File: src/scgb_pkg.sv
// Shared types and constants for the scatter-gather block cursor.
package scgb_pkg;

	typedef logic [1:0] op_t;
	typedef logic [1:0] status_t;
	typedef logic [1:0] reg_idx_t;

	localparam op_t OP_LOAD    = 2'd0;
	localparam op_t OP_ADVANCE = 2'd1;
	localparam op_t OP_CLEAR   = 2'd2;

	localparam status_t STATUS_OK      = 2'd0;
	localparam status_t STATUS_OVERRUN = 2'd1;
	localparam status_t STATUS_BEYOND  = 2'd2;

	localparam reg_idx_t REG_START_LBA    = 2'd0;
	localparam reg_idx_t REG_TOTAL_BLOCKS = 2'd1;
	localparam reg_idx_t REG_ENTRY_COUNT  = 2'd2;

	localparam int LBA_W   = 64;
	localparam int ADDR_W  = 64;
	localparam int LEN_W   = 32;
	localparam int COUNT_W = 21;
	localparam int POS_W   = 16;
	localparam int ENT_W   = 5;
	localparam int IDX_W   = 4;

	localparam logic [COUNT_W-1:0] COUNT_MAX = '1;

	localparam int S_DATA_W = 120;
	localparam int M_DATA_W = 176;
	localparam int PADDR_W  = 5;
	localparam int PDATA_W  = 64;

endpackage

File: src/scatter_gather_block_cursor_unit.sv
// Top level: block cursor over a scatter-gather descriptor table.
//
// Input stream (s_*): one transfer per command. s_tuser carries the opcode
// (load descriptor, advance, clear); s_tdata carries the slot, base, byte
// length and advance count. Output stream (m_*): one transfer per command
// with the cursor state after the command.
// Config: APB port, 64-bit data; start_lba at 0x00, total_blocks at 0x08,
// entry_count at 0x10. Write registers only while the block is idle.
// Load, clear, the unused opcode and advances with an empty table go from idle
// through the execute, fetch and result states; a table advance walks the
// descriptors between execute and fetch, with a registered descriptor memory
// read state and an evaluate state for each descriptor it visits.
// The next command is accepted once the previous result has been moved to
// the output register.
// Reset clears the cursor, registers and output valid. Descriptor memory is
// not cleared and must be loaded before the cursor points into it.
// A stalled m_tready holds the result; the block may accept and process one
// more command, then waits with its result until the output register frees.
module scatter_gather_block_cursor_unit #(
	parameter int MAX_ENTRIES     = 16,
	parameter int BLOCK_SIZE_LOG2 = 12
) (
	input  logic                            clk,
	input  logic                            arst_n,
	// APB configuration
	input  logic                            psel,
	input  logic                            penable,
	input  logic                            pwrite,
	input  logic [scgb_pkg::PADDR_W-1:0]    paddr,
	input  logic [scgb_pkg::PDATA_W-1:0]    pwdata,
	output logic [scgb_pkg::PDATA_W-1:0]    prdata,
	output logic                            pready,
	// command stream
	input  logic                            s_tvalid,
	output logic                            s_tready,
	// entry_index[3:0], entry_base[67:4], entry_length_bytes[99:68],
	// advance_count[115:100], zero pad[119:116]
	input  logic [scgb_pkg::S_DATA_W-1:0]   s_tdata,
	// op[1:0]
	input  logic [1:0]                      s_tuser,
	// result stream
	output logic                            m_tvalid,
	input  logic                            m_tready,
	// current_lba[63:0], buffer_address[127:64], blocks_left_in_entry[148:128],
	// block_position[164:149], entry_position[169:165], status[171:170],
	// zero pad[175:172]
	output logic [scgb_pkg::M_DATA_W-1:0]   m_tdata
);

	localparam int AW = (MAX_ENTRIES > 1) ? $clog2(MAX_ENTRIES) : 1;
	localparam int MaxEntW = $clog2(MAX_ENTRIES + 1) + 1;
	localparam logic [MaxEntW-1:0] MaxEnt = MaxEntW'(MAX_ENTRIES);
	localparam int ExtW = (MaxEntW > scgb_pkg::ENT_W) ? MaxEntW : scgb_pkg::ENT_W;

	typedef enum logic [2:0] {
		ST_IDLE,
		ST_EXEC,
		ST_WALK_RD,
		ST_WALK_EV,
		ST_FETCH,
		ST_RESULT
	} state_t;

	state_t state_q;

	// configuration registers
	logic [scgb_pkg::LBA_W-1:0]   start_lba_q;
	logic [scgb_pkg::POS_W-1:0]   total_blocks_q;
	logic [scgb_pkg::ENT_W-1:0]   entry_count_q;

	// captured command
	scgb_pkg::op_t                op_q;
	logic [scgb_pkg::IDX_W-1:0]   idx_q;
	logic [scgb_pkg::ADDR_W-1:0]  base_q;
	logic [scgb_pkg::LEN_W-1:0]   len_q;

	// cursor
	logic [scgb_pkg::POS_W-1:0]   cursor_blocks_q;
	logic [scgb_pkg::ENT_W-1:0]   cursor_entry_q;
	logic [scgb_pkg::COUNT_W-1:0] cursor_offset_q;
	logic [scgb_pkg::POS_W-1:0]   left_q;
	logic                         overrun_q;

	logic                         m_tvalid_q;
	logic [scgb_pkg::M_DATA_W-1:0] m_tdata_q;

	// descriptor memory
	logic [scgb_pkg::ADDR_W-1:0]  base_mem  [MAX_ENTRIES];
	logic [scgb_pkg::COUNT_W-1:0] count_mem [MAX_ENTRIES];
	logic [scgb_pkg::ADDR_W-1:0]  rd_base_q;
	logic [scgb_pkg::COUNT_W-1:0] rd_count_q;

	logic                         cfg_wr;
	logic                         s_xfer;
	logic [scgb_pkg::ENT_W-1:0]   used_entries;
	logic                         entry_valid;
	logic [AW+scgb_pkg::IDX_W-1:0] wr_ext;
	logic [AW-1:0]                wr_addr;
	logic [AW+scgb_pkg::ENT_W-1:0] rd_ext;
	logic [AW-1:0]                rd_addr;
	logic                         wr_en;
	logic [scgb_pkg::LEN_W-1:0]   len_blocks;
	logic [scgb_pkg::COUNT_W-1:0] len_count;
	logic [scgb_pkg::POS_W:0]     pos_sum;
	logic [scgb_pkg::POS_W-1:0]   pos_sat;
	logic [scgb_pkg::COUNT_W:0]   walk_sum;
	logic [scgb_pkg::COUNT_W-1:0] give;
	logic [scgb_pkg::COUNT_W-1:0] left_diff;
	logic [scgb_pkg::POS_W-1:0]   left_next;
	logic [scgb_pkg::ADDR_W-1:0]  res_addr;
	logic [scgb_pkg::COUNT_W-1:0] res_left;
	scgb_pkg::status_t            res_status;
	logic [scgb_pkg::LBA_W-1:0]   res_lba;

	assign pready   = 1'b1;
	assign cfg_wr   = psel & penable & pwrite;
	assign s_tready = (state_q == ST_IDLE);
	assign s_xfer   = s_tvalid & s_tready;
	assign m_tvalid = m_tvalid_q;
	assign m_tdata  = m_tdata_q;

	always_comb begin
		unique case (paddr[4:3])
			scgb_pkg::REG_START_LBA:    prdata = start_lba_q;
			scgb_pkg::REG_TOTAL_BLOCKS: prdata = {48'd0, total_blocks_q};
			scgb_pkg::REG_ENTRY_COUNT:  prdata = {59'd0, entry_count_q};
			default:                    prdata = '0;
		endcase
	end

	// entries in use: min(entry_count, MAX_ENTRIES)
	always_comb begin
		logic [ExtW-1:0] cnt_ext;
		logic [ExtW-1:0] max_ext;
		cnt_ext = ExtW'(entry_count_q);
		max_ext = ExtW'(MaxEnt);
		if (cnt_ext < max_ext) begin
			used_entries = entry_count_q;
		end else begin
			used_entries = scgb_pkg::ENT_W'(MAX_ENTRIES);
		end
	end

	assign entry_valid = (cursor_entry_q < used_entries);

	assign wr_ext  = {{AW{1'b0}}, idx_q};
	assign wr_addr = wr_ext[AW-1:0];
	assign rd_ext  = {{AW{1'b0}}, cursor_entry_q};
	assign rd_addr = rd_ext[AW-1:0];
	assign wr_en   = (state_q == ST_EXEC) && (op_q == scgb_pkg::OP_LOAD) &&
		(MaxEntW'(idx_q) < MaxEnt);

	// byte length to whole blocks, saturated
	assign len_blocks = len_q >> BLOCK_SIZE_LOG2;
	assign len_count  = (len_blocks > scgb_pkg::LEN_W'(scgb_pkg::COUNT_MAX)) ?
		scgb_pkg::COUNT_MAX : len_blocks[scgb_pkg::COUNT_W-1:0];

	always_ff @(posedge clk) begin
		if (wr_en) begin
			base_mem[wr_addr]  <= base_q;
			count_mem[wr_addr] <= len_count;
		end
		rd_base_q  <= base_mem[rd_addr];
		rd_count_q <= count_mem[rd_addr];
	end

	// walk step against the descriptor just read
	always_comb begin
		pos_sum   = {1'b0, cursor_blocks_q} + (scgb_pkg::POS_W+1)'(s_tdata[115:100]);
		pos_sat   = pos_sum[scgb_pkg::POS_W] ? '1 : pos_sum[scgb_pkg::POS_W-1:0];
		walk_sum  = {1'b0, cursor_offset_q} + (scgb_pkg::COUNT_W+1)'(left_q);
		give      = (rd_count_q > cursor_offset_q) ? rd_count_q - cursor_offset_q : '0;
		left_diff = scgb_pkg::COUNT_W'(left_q) - give;
		left_next = (scgb_pkg::COUNT_W'(left_q) > give) ?
			left_diff[scgb_pkg::POS_W-1:0] : '0;
	end

	// result fields
	always_comb begin
		res_lba = start_lba_q + scgb_pkg::LBA_W'(cursor_blocks_q);
		if (entry_valid) begin
			res_addr = rd_base_q +
				(scgb_pkg::ADDR_W'(cursor_offset_q) << BLOCK_SIZE_LOG2);
			res_left = (rd_count_q > cursor_offset_q) ? rd_count_q - cursor_offset_q : '0;
		end else begin
			res_addr = '0;
			res_left = '0;
		end
		if (overrun_q) begin
			res_status = scgb_pkg::STATUS_OVERRUN;
		end else if (cursor_blocks_q > total_blocks_q) begin
			res_status = scgb_pkg::STATUS_BEYOND;
		end else begin
			res_status = scgb_pkg::STATUS_OK;
		end
	end

	always_ff @(posedge clk or negedge arst_n) begin
		if (!arst_n) begin
			state_q         <= ST_IDLE;
			start_lba_q     <= '0;
			total_blocks_q  <= '0;
			entry_count_q   <= '0;
			cursor_blocks_q <= '0;
			cursor_entry_q  <= '0;
			cursor_offset_q <= '0;
			left_q          <= '0;
			overrun_q       <= 1'b0;
			m_tvalid_q      <= 1'b0;
			op_q            <= scgb_pkg::OP_LOAD;
		end else begin
			if (cfg_wr) begin
				unique case (paddr[4:3])
					scgb_pkg::REG_START_LBA:    start_lba_q    <= pwdata;
					scgb_pkg::REG_TOTAL_BLOCKS: total_blocks_q <= pwdata[15:0];
					scgb_pkg::REG_ENTRY_COUNT:  entry_count_q  <= pwdata[4:0];
					default: ;
				endcase
			end

			// in ST_RESULT the output register is handled by the state machine
			if (m_tvalid_q && m_tready && (state_q != ST_RESULT)) begin
				m_tvalid_q <= 1'b0;
			end

			unique case (state_q)
				ST_IDLE: begin
					if (s_xfer) begin
						op_q      <= s_tuser;
						idx_q     <= s_tdata[3:0];
						base_q    <= s_tdata[67:4];
						len_q     <= s_tdata[99:68];
						left_q    <= s_tdata[115:100];
						overrun_q <= 1'b0;
						// saturating position update happens on capture
						if (s_tuser == scgb_pkg::OP_ADVANCE) begin
							cursor_blocks_q <= pos_sat;
						end
						state_q <= ST_EXEC;
					end
				end
				ST_EXEC: begin
					unique case (op_q)
						scgb_pkg::OP_ADVANCE: begin
							state_q <= (entry_count_q != '0) ? ST_WALK_RD : ST_FETCH;
						end
						scgb_pkg::OP_CLEAR: begin
							cursor_blocks_q <= '0;
							cursor_entry_q  <= '0;
							cursor_offset_q <= '0;
							state_q         <= ST_FETCH;
						end
						default: begin
							state_q <= ST_FETCH;
						end
					endcase
				end
				ST_WALK_RD: begin
					if (left_q == '0) begin
						state_q <= ST_FETCH;
					end else if (!entry_valid) begin
						overrun_q       <= 1'b1;
						cursor_entry_q  <= used_entries;
						cursor_offset_q <= '0;
						state_q         <= ST_FETCH;
					end else begin
						state_q <= ST_WALK_EV;
					end
				end
				ST_WALK_EV: begin
					if (walk_sum < {1'b0, rd_count_q}) begin
						cursor_offset_q <= walk_sum[scgb_pkg::COUNT_W-1:0];
						left_q          <= '0;
						state_q         <= ST_FETCH;
					end else begin
						// entry used up (or shrunk below offset): move on
						left_q          <= left_next;
						cursor_offset_q <= '0;
						cursor_entry_q  <= cursor_entry_q + 1'b1;
						state_q         <= ST_WALK_RD;
					end
				end
				ST_FETCH: begin
					state_q <= ST_RESULT;
				end
				ST_RESULT: begin
					if (!m_tvalid_q || m_tready) begin
						m_tvalid_q <= 1'b1;
						m_tdata_q  <= {4'd0, res_status, cursor_entry_q, cursor_blocks_q,
							res_left, res_addr, res_lba};
						state_q    <= ST_IDLE;
					end
				end
				default: begin
					state_q <= ST_IDLE;
				end
			endcase
		end
	end

endmodule

File: config.mk
export PLATFORM = sky130hd
export DESIGN_NAME = scatter_gather_block_cursor_unit
export DESIGN_NICKNAME = d
export VERILOG_FILES = /design/src/scgb_pkg.sv /design/src/scatter_gather_block_cursor_unit.sv
export SDC_FILE = /design/constraint.sdc
export NUM_CORES = 2
export LEC_CHECK = 0
export BUFFER_PORTS_ARGS = -buffer_cell sky130_fd_sc_hd__buf_4
export CAP_MARGIN = 10
export CORE_UTILIZATION = 33
export DETAILED_ROUTE_END_ITERATION = 16
export MAX_ROUTING_LAYER = met4
export PLACE_DENSITY_LB_ADDON = 0.3
export SLEW_MARGIN = 20
export SYNTH_ARGS = -nofsm -noshare
export SYNTH_HDL_FRONTEND = slang
export SYNTH_SLANG_ARGS = --single-unit
File: constraint.sdc
create_clock -name clk -period 22.8 [get_ports clk]
set_input_delay 4.56 -clock clk [delete_from_list [all_inputs] [get_ports clk]]
set_output_delay 4.56 -clock clk [all_outputs]
set_load 0.01 [all_outputs]
# Word-level counts from Yosys, hierarchy flattened
# Memory sizes are Yosys's and may differ from the RTL's. A register that Yosys moved wholly into a read port is not among the register bits.
# Cells that the tools add are included.
# totals
ram_bits	1360
mem_count	2
elab_cells	121
inputBits	198
output_inout_bits	243
ff_bits	422
# classes
bitwise	3
order_cmp	7
n_mux	41
eq_ne	18
n_reduce_logical	26
n_addsub	7
# memory_table
name	words	width	read_ports	rd_clocked_by_memory_dff	wr	line_no	rtl
base_mem	16	64	1	1	1	scatter_gather_block_cursor_unit.sv:88	logic [scgb_pkg::ADDR_W-1:0] base_mem [MAX_ENTRIES];
count_mem	16	21	1	1	1	scatter_gather_block_cursor_unit.sv:89	logic [scgb_pkg::COUNT_W-1:0] count_mem [MAX_ENTRIES];
# op_table
cell	n
64-bit case mux with 3 select lines	1
21-bit 2-to-1 mux	6
16-bit 2-to-1 mux	7
64-bit by 16-bit adder with 64-bit output	1
64-bit by 33-bit adder with 64-bit output	1
16-bit case mux with 2 select lines	2
21-bit case mux with 3 select lines	1
5-bit 2-to-1 mux	5
21-bit by 16-bit adder with 22-bit output	1
22-bit by 21-bit less-than comparator with 1-bit output	1
16-bit by 21-bit > comparator with 1-bit output	1
20-bit by 21-bit > comparator with 1-bit output, second input constant	1
21-bit > comparator	1
3-bit 2-to-1 mux	7
21-bit subtractor	1
3-bit case mux with 6 select lines	1
16-bit by 16-bit adder with 17-bit output	1
16-bit > comparator	1
16-bit logical NOT	1
16-bit subtractor	1
5-bit case mux with 3 select lines	1
2-bit AND reduction	6
4-bit AND reduction	3
1-bit 2-to-1 mux	8
other kinds (24)	42

# Longest topological paths before layout
# depth
word_depth	6
mapped_depth	21
depth_no_buf	20

# Worst setup path after synthesis
# OpenSTA, ideal clock, no wires.
# synth_path
path_kind	input to register
start	input port m_tready
end	register m_tdata_q (netlist bit m_tdata[0]), enable pin
setup_ns	0.915
arrival_ns	16.299
t_required_ns	21.885
path_stages	3
path_slack_ns	5.586
path_buffers	0
cell_sequence	nand2b_1 > nand2_1 > nor3_1
# synth_via
elab_chain_cells	2
# synth_lines
element	line_no	rtl
start: declaration	scatter_gather_block_cursor_unit.sv:43	input logic m_tready,
1-bit logical OR	scatter_gather_block_cursor_unit.sv:287	if (!m_tvalid_q || m_tready) begin
3-bit AND reduction (no line)	--	
end signal: assignment	scatter_gather_block_cursor_unit.sv:289	m_tdata_q <= {4'd0, res_status, cursor_entry_q, cursor_blocks_q,
end: declaration	scatter_gather_block_cursor_unit.sv:85	logic [scgb_pkg::M_DATA_W-1:0] m_tdata_q;
# Every way passes these cells.
# A chain may end at the register's enable or synchronous reset.

# Worst setup path in the final report
# layout_path
start	input port paddr[3] (netlist name)
end	output port prdata[32] (netlist name)
# layout_via
elab_chain_cells	2
elab_cells_between_ends	4
cone_classes	eq/ne: 2; mux: 1; reduce/logical: 1
# layout_lines
element	line_no	rtl
start: declaration	scatter_gather_block_cursor_unit.sv:29	input logic [scgb_pkg::PADDR_W-1:0] paddr,
2-bit equality test (tied with other cells)	scatter_gather_block_cursor_unit.sv:123	unique case (paddr[4:3])
64-bit case mux with 3 select lines *	scatter_gather_block_cursor_unit.sv:123	
end: declaration	scatter_gather_block_cursor_unit.sv:31	output logic [scgb_pkg::PDATA_W-1:0] prdata,
# Every way passes the cells marked *; elsewhere a longest branch is shown, timed or not.

==> results.sh <==
export IMPL_status="complete, no violations"
export IMPL_arrival_ps=6030
export IMPL_ant_nets=0
export IMPL_fin_hold_ws_ps=505
export IMPL_drt_total_wl_um=211000
export IMPL_synthTopCellsByArea="edfxtp_1 (64%), mux4_2 (5.0%), dfrtp_1 (5.0%)"
export IMPL_post_cts_resize_count=0
export IMPL_fp_dieH_um=481
export IMPL_cts_buffers=192
export IMPL_yosysSeqAreaShare_pct=70.8
export IMPL_setup_violations=0
export IMPL_antenna_found_initial=17
export IMPL_routed_via_density=5.20
export IMPL_drt_iter0_markers=3906
export IMPL_slew_headroom_pct=22.2
export IMPL_drcViolationCount=0
export IMPL_coreArea_um2=228000
export IMPL_clkLatencyLatePin_ps=840
export IMPL_maxCapViolCount=0
export IMPL_io_buffers=416
export IMPL_grt_ovfl_total=0
export IMPL_dpl_hpwl_um=128000
export IMPL_rsz0062_at_grt="no"
export IMPL_num_io_pins=441
export IMPL_drv_slew=0
export IMPL_p_leak_nw=31.1
export IMPL_drive_gt1_share_pct=21.2
export IMPL_grt_start_max_net_pins=110
export IMPL_post_route_period_util_pct=46.4
export IMPL_required_ps=18240
export IMPL_postCtsHoldBufs=0
export IMPL_synth_edf_count=1604
export IMPL_root_buffer="clkbuf_16"
export IMPL_hold_class="reg2reg"
export IMPL_worst_slew_pin_slew_ps=1170
export IMPL_synth_top_area_share_pct=63.6
export IMPL_final_nets=5567
export IMPL_htreeDepth=4
export IMPL_synth_main_ff_cell="edfxtp_1"
export IMPL_synth_cell_types=84
export IMPL_die_area_um2=231000
export IMPL_cp_max_fo=25
export IMPL_hold_violations=0
export IMPL_path_clk_slew_ps=60
export IMPL_gp_congestion=0.862
export IMPL_finalSetupTns_ps=0
export IMPL_cts_setup_buffers=0
export IMPL_post_drt_wl_per_cell_um=25.1
export IMPL_grt_pass1_wl_um=303000
export IMPL_syn_cell_area_um2=75700
export IMPL_grt_util_all_layers_pct=18.5
export IMPL_numClockSinks=1838
export IMPL_avgSynthCellArea_um2=16.0
export IMPL_ir_worst_vdd_uv=125
export IMPL_ys_warn_count=0
export IMPL_drt_pass1_iter_count=5
export IMPL_power_density_nw_per_um2=123
export IMPL_syn_to_final_growth_pct=17.4
export IMPL_cts_tree="done"
export IMPL_cts_path_max_buffers=3
export IMPL_endpoint_kind="output port"
export IMPL_initial_utilization_pct=33.3
export IMPL_vias=43680
export IMPL_grt_pass1_vias=42872
export IMPL_syn_inst=4746
export IMPL_synthArstFlopShare_pct=8.16
export IMPL_max_freq_ghz=0.0945
export IMPL_ys_ff_latch=1838
export IMPL_fin_area_um2=89000
export IMPL_num_rows=175
export IMPL_cp_start_kind="input pin"
export IMPL_layout_min_cycle_time_ps=10590
export IMPL_crit_type="in2out"
export IMPL_place_area_um2=82600
export IMPL_synth_area_leader_cell="edfxtp_1"
export IMPL_die_x_um=481
export IMPL_fin_skew_ps=38.3
==> layout make-up <==
cell class / count / area, um^2
multi-input combinational: 2587 / 21100
timing repair buffer: 490 / 3730
clock buffer: 278 / 5360
inverter: 109 / 409
fill: 20839 / 139000
tap: 3009 / 3760
clock inverter: 84 / 957
antenna: 5 / 12.5
sequential: 1838 / 53600
==> cell families after synthesis <==
logic type,share of synthesized area (%)
adder cells (fa/ha/maj),2.55
buffers and inverters,1.66
XOR/XNOR,1.53
flip-flops,70.8
multiplexers,10.8
other,0.00991
AND/OR/NAND/NOR,5.14
AO/OA/AOI/OAI,7.56
==> Yosys cell counts (all sizes together) (52+ instances only) <==
library cell and count:
and2 69, xor2 52, clkbuf 152, o21ai 322, nand2 275, buf 63, xnor2 80, a21oi 198
ha 145, a221oi 85, nand3 57, mux2i 270, mux2 150, dfxtp 84, nor3 53, edfxtp 1604
mux4 168, inv 109, dfrtp 150, a22oi 88, nor2 177
==> path summary, 6_finish.rpt <==
path                            slack, ps                start  depth (start not counted)                   to
worst min-delay path                  510         rd_base_q[4]                          1          m_tdata[68]
worst min register to register        510         rd_base_q[4]                          1          m_tdata[68]
worst max register to register      16870  cursor_offset_q[16]                         18            left_q[5]
max in group asynchronous           17830               arst_n                          2      start_lba_q[59]
min in group asynchronous            3690               arst_n                          1  cursor_blocks_q[10]
worst max-delay path                12210             paddr[3]                          5           prdata[32]
==> sequential cells by signal, indices dropped and copies added, names as in the netlist, 16 cells and up <==
signal	flops
cursor_offset_q	21
cursor_blocks_q	16
left_q	16
base_mem	1024
count_mem	320
total_blocks_q	16
base_q	64
start_lba_q	64
m_tdata	172
rd_base_q	64
rd_count_q	20
len_q	20
==> routing by layer <==
metal	vias up	wire, um	GRT usage (%)
met1	22551	94400	25.1
met5	-	0	-
met4	0	4420	4.55
met3	244	12400	2.84
li1	19564	-	-
met2	1321	100000	29.0
==> per-stage QoR <==
| step | cells | power (W) | setup slack [ps] | util [%] |
|---|---|---|---|---|
| 3_5_place_dp | 8033 | 0.00788 | 12180 | 36.3 |
| 3_3_place_gp | 8032 | 0.00787 | 12290 | 36.3 |
| 6_report | 8400 | 0.0110 | 12210 | 39.1 |
| 2_1_floorplan | 4749 | 0.00672 | 5590 | - |
| 5_1_grt | 8397 | 0.0115 | 12050 | 39.1 |
| 4_1_cts | 8395 | 0.0110 | 12170 | 39.1 |
==> cells in the final DEF (no fill, tap or decap), types with 66 or more instances in the layout <==
cell       count
buf_4        485
a221oi_1      85
mux2_2       150
dfxtp_1       84
and2_1        68
mux2i_1      270
dfrtp_1      146
o21ai_0      308
xnor2_1       80
ha_1         145
inv_1        109
a21oi_1      197
nor2_1       164
clkbuf_16    195
nand2_1      273
mux4_2       168
a22oi_1       88
clkbuf_1      66
edfxtp_1    1604
==> critical path, stage by stage <==
cell    delay, ps
buf_4         250
nor2_2        570
buf_4         350
and2_1        170
buf_4         120
==> power by group <==
group / switching [W] / total [W] / internal [W] / leakage, nW
sequential: 0.000333 / 0.00438 / 0.00405 / 17.0
clock: 0.00134 / 0.00315 / 0.00180 / 3.07
combinational: 0.00203 / 0.00342 / 0.00139 / 11.0
total: 0.00371 / 0.0110 / 0.00724 / 31.1
(Power assumes the default switching activity.)
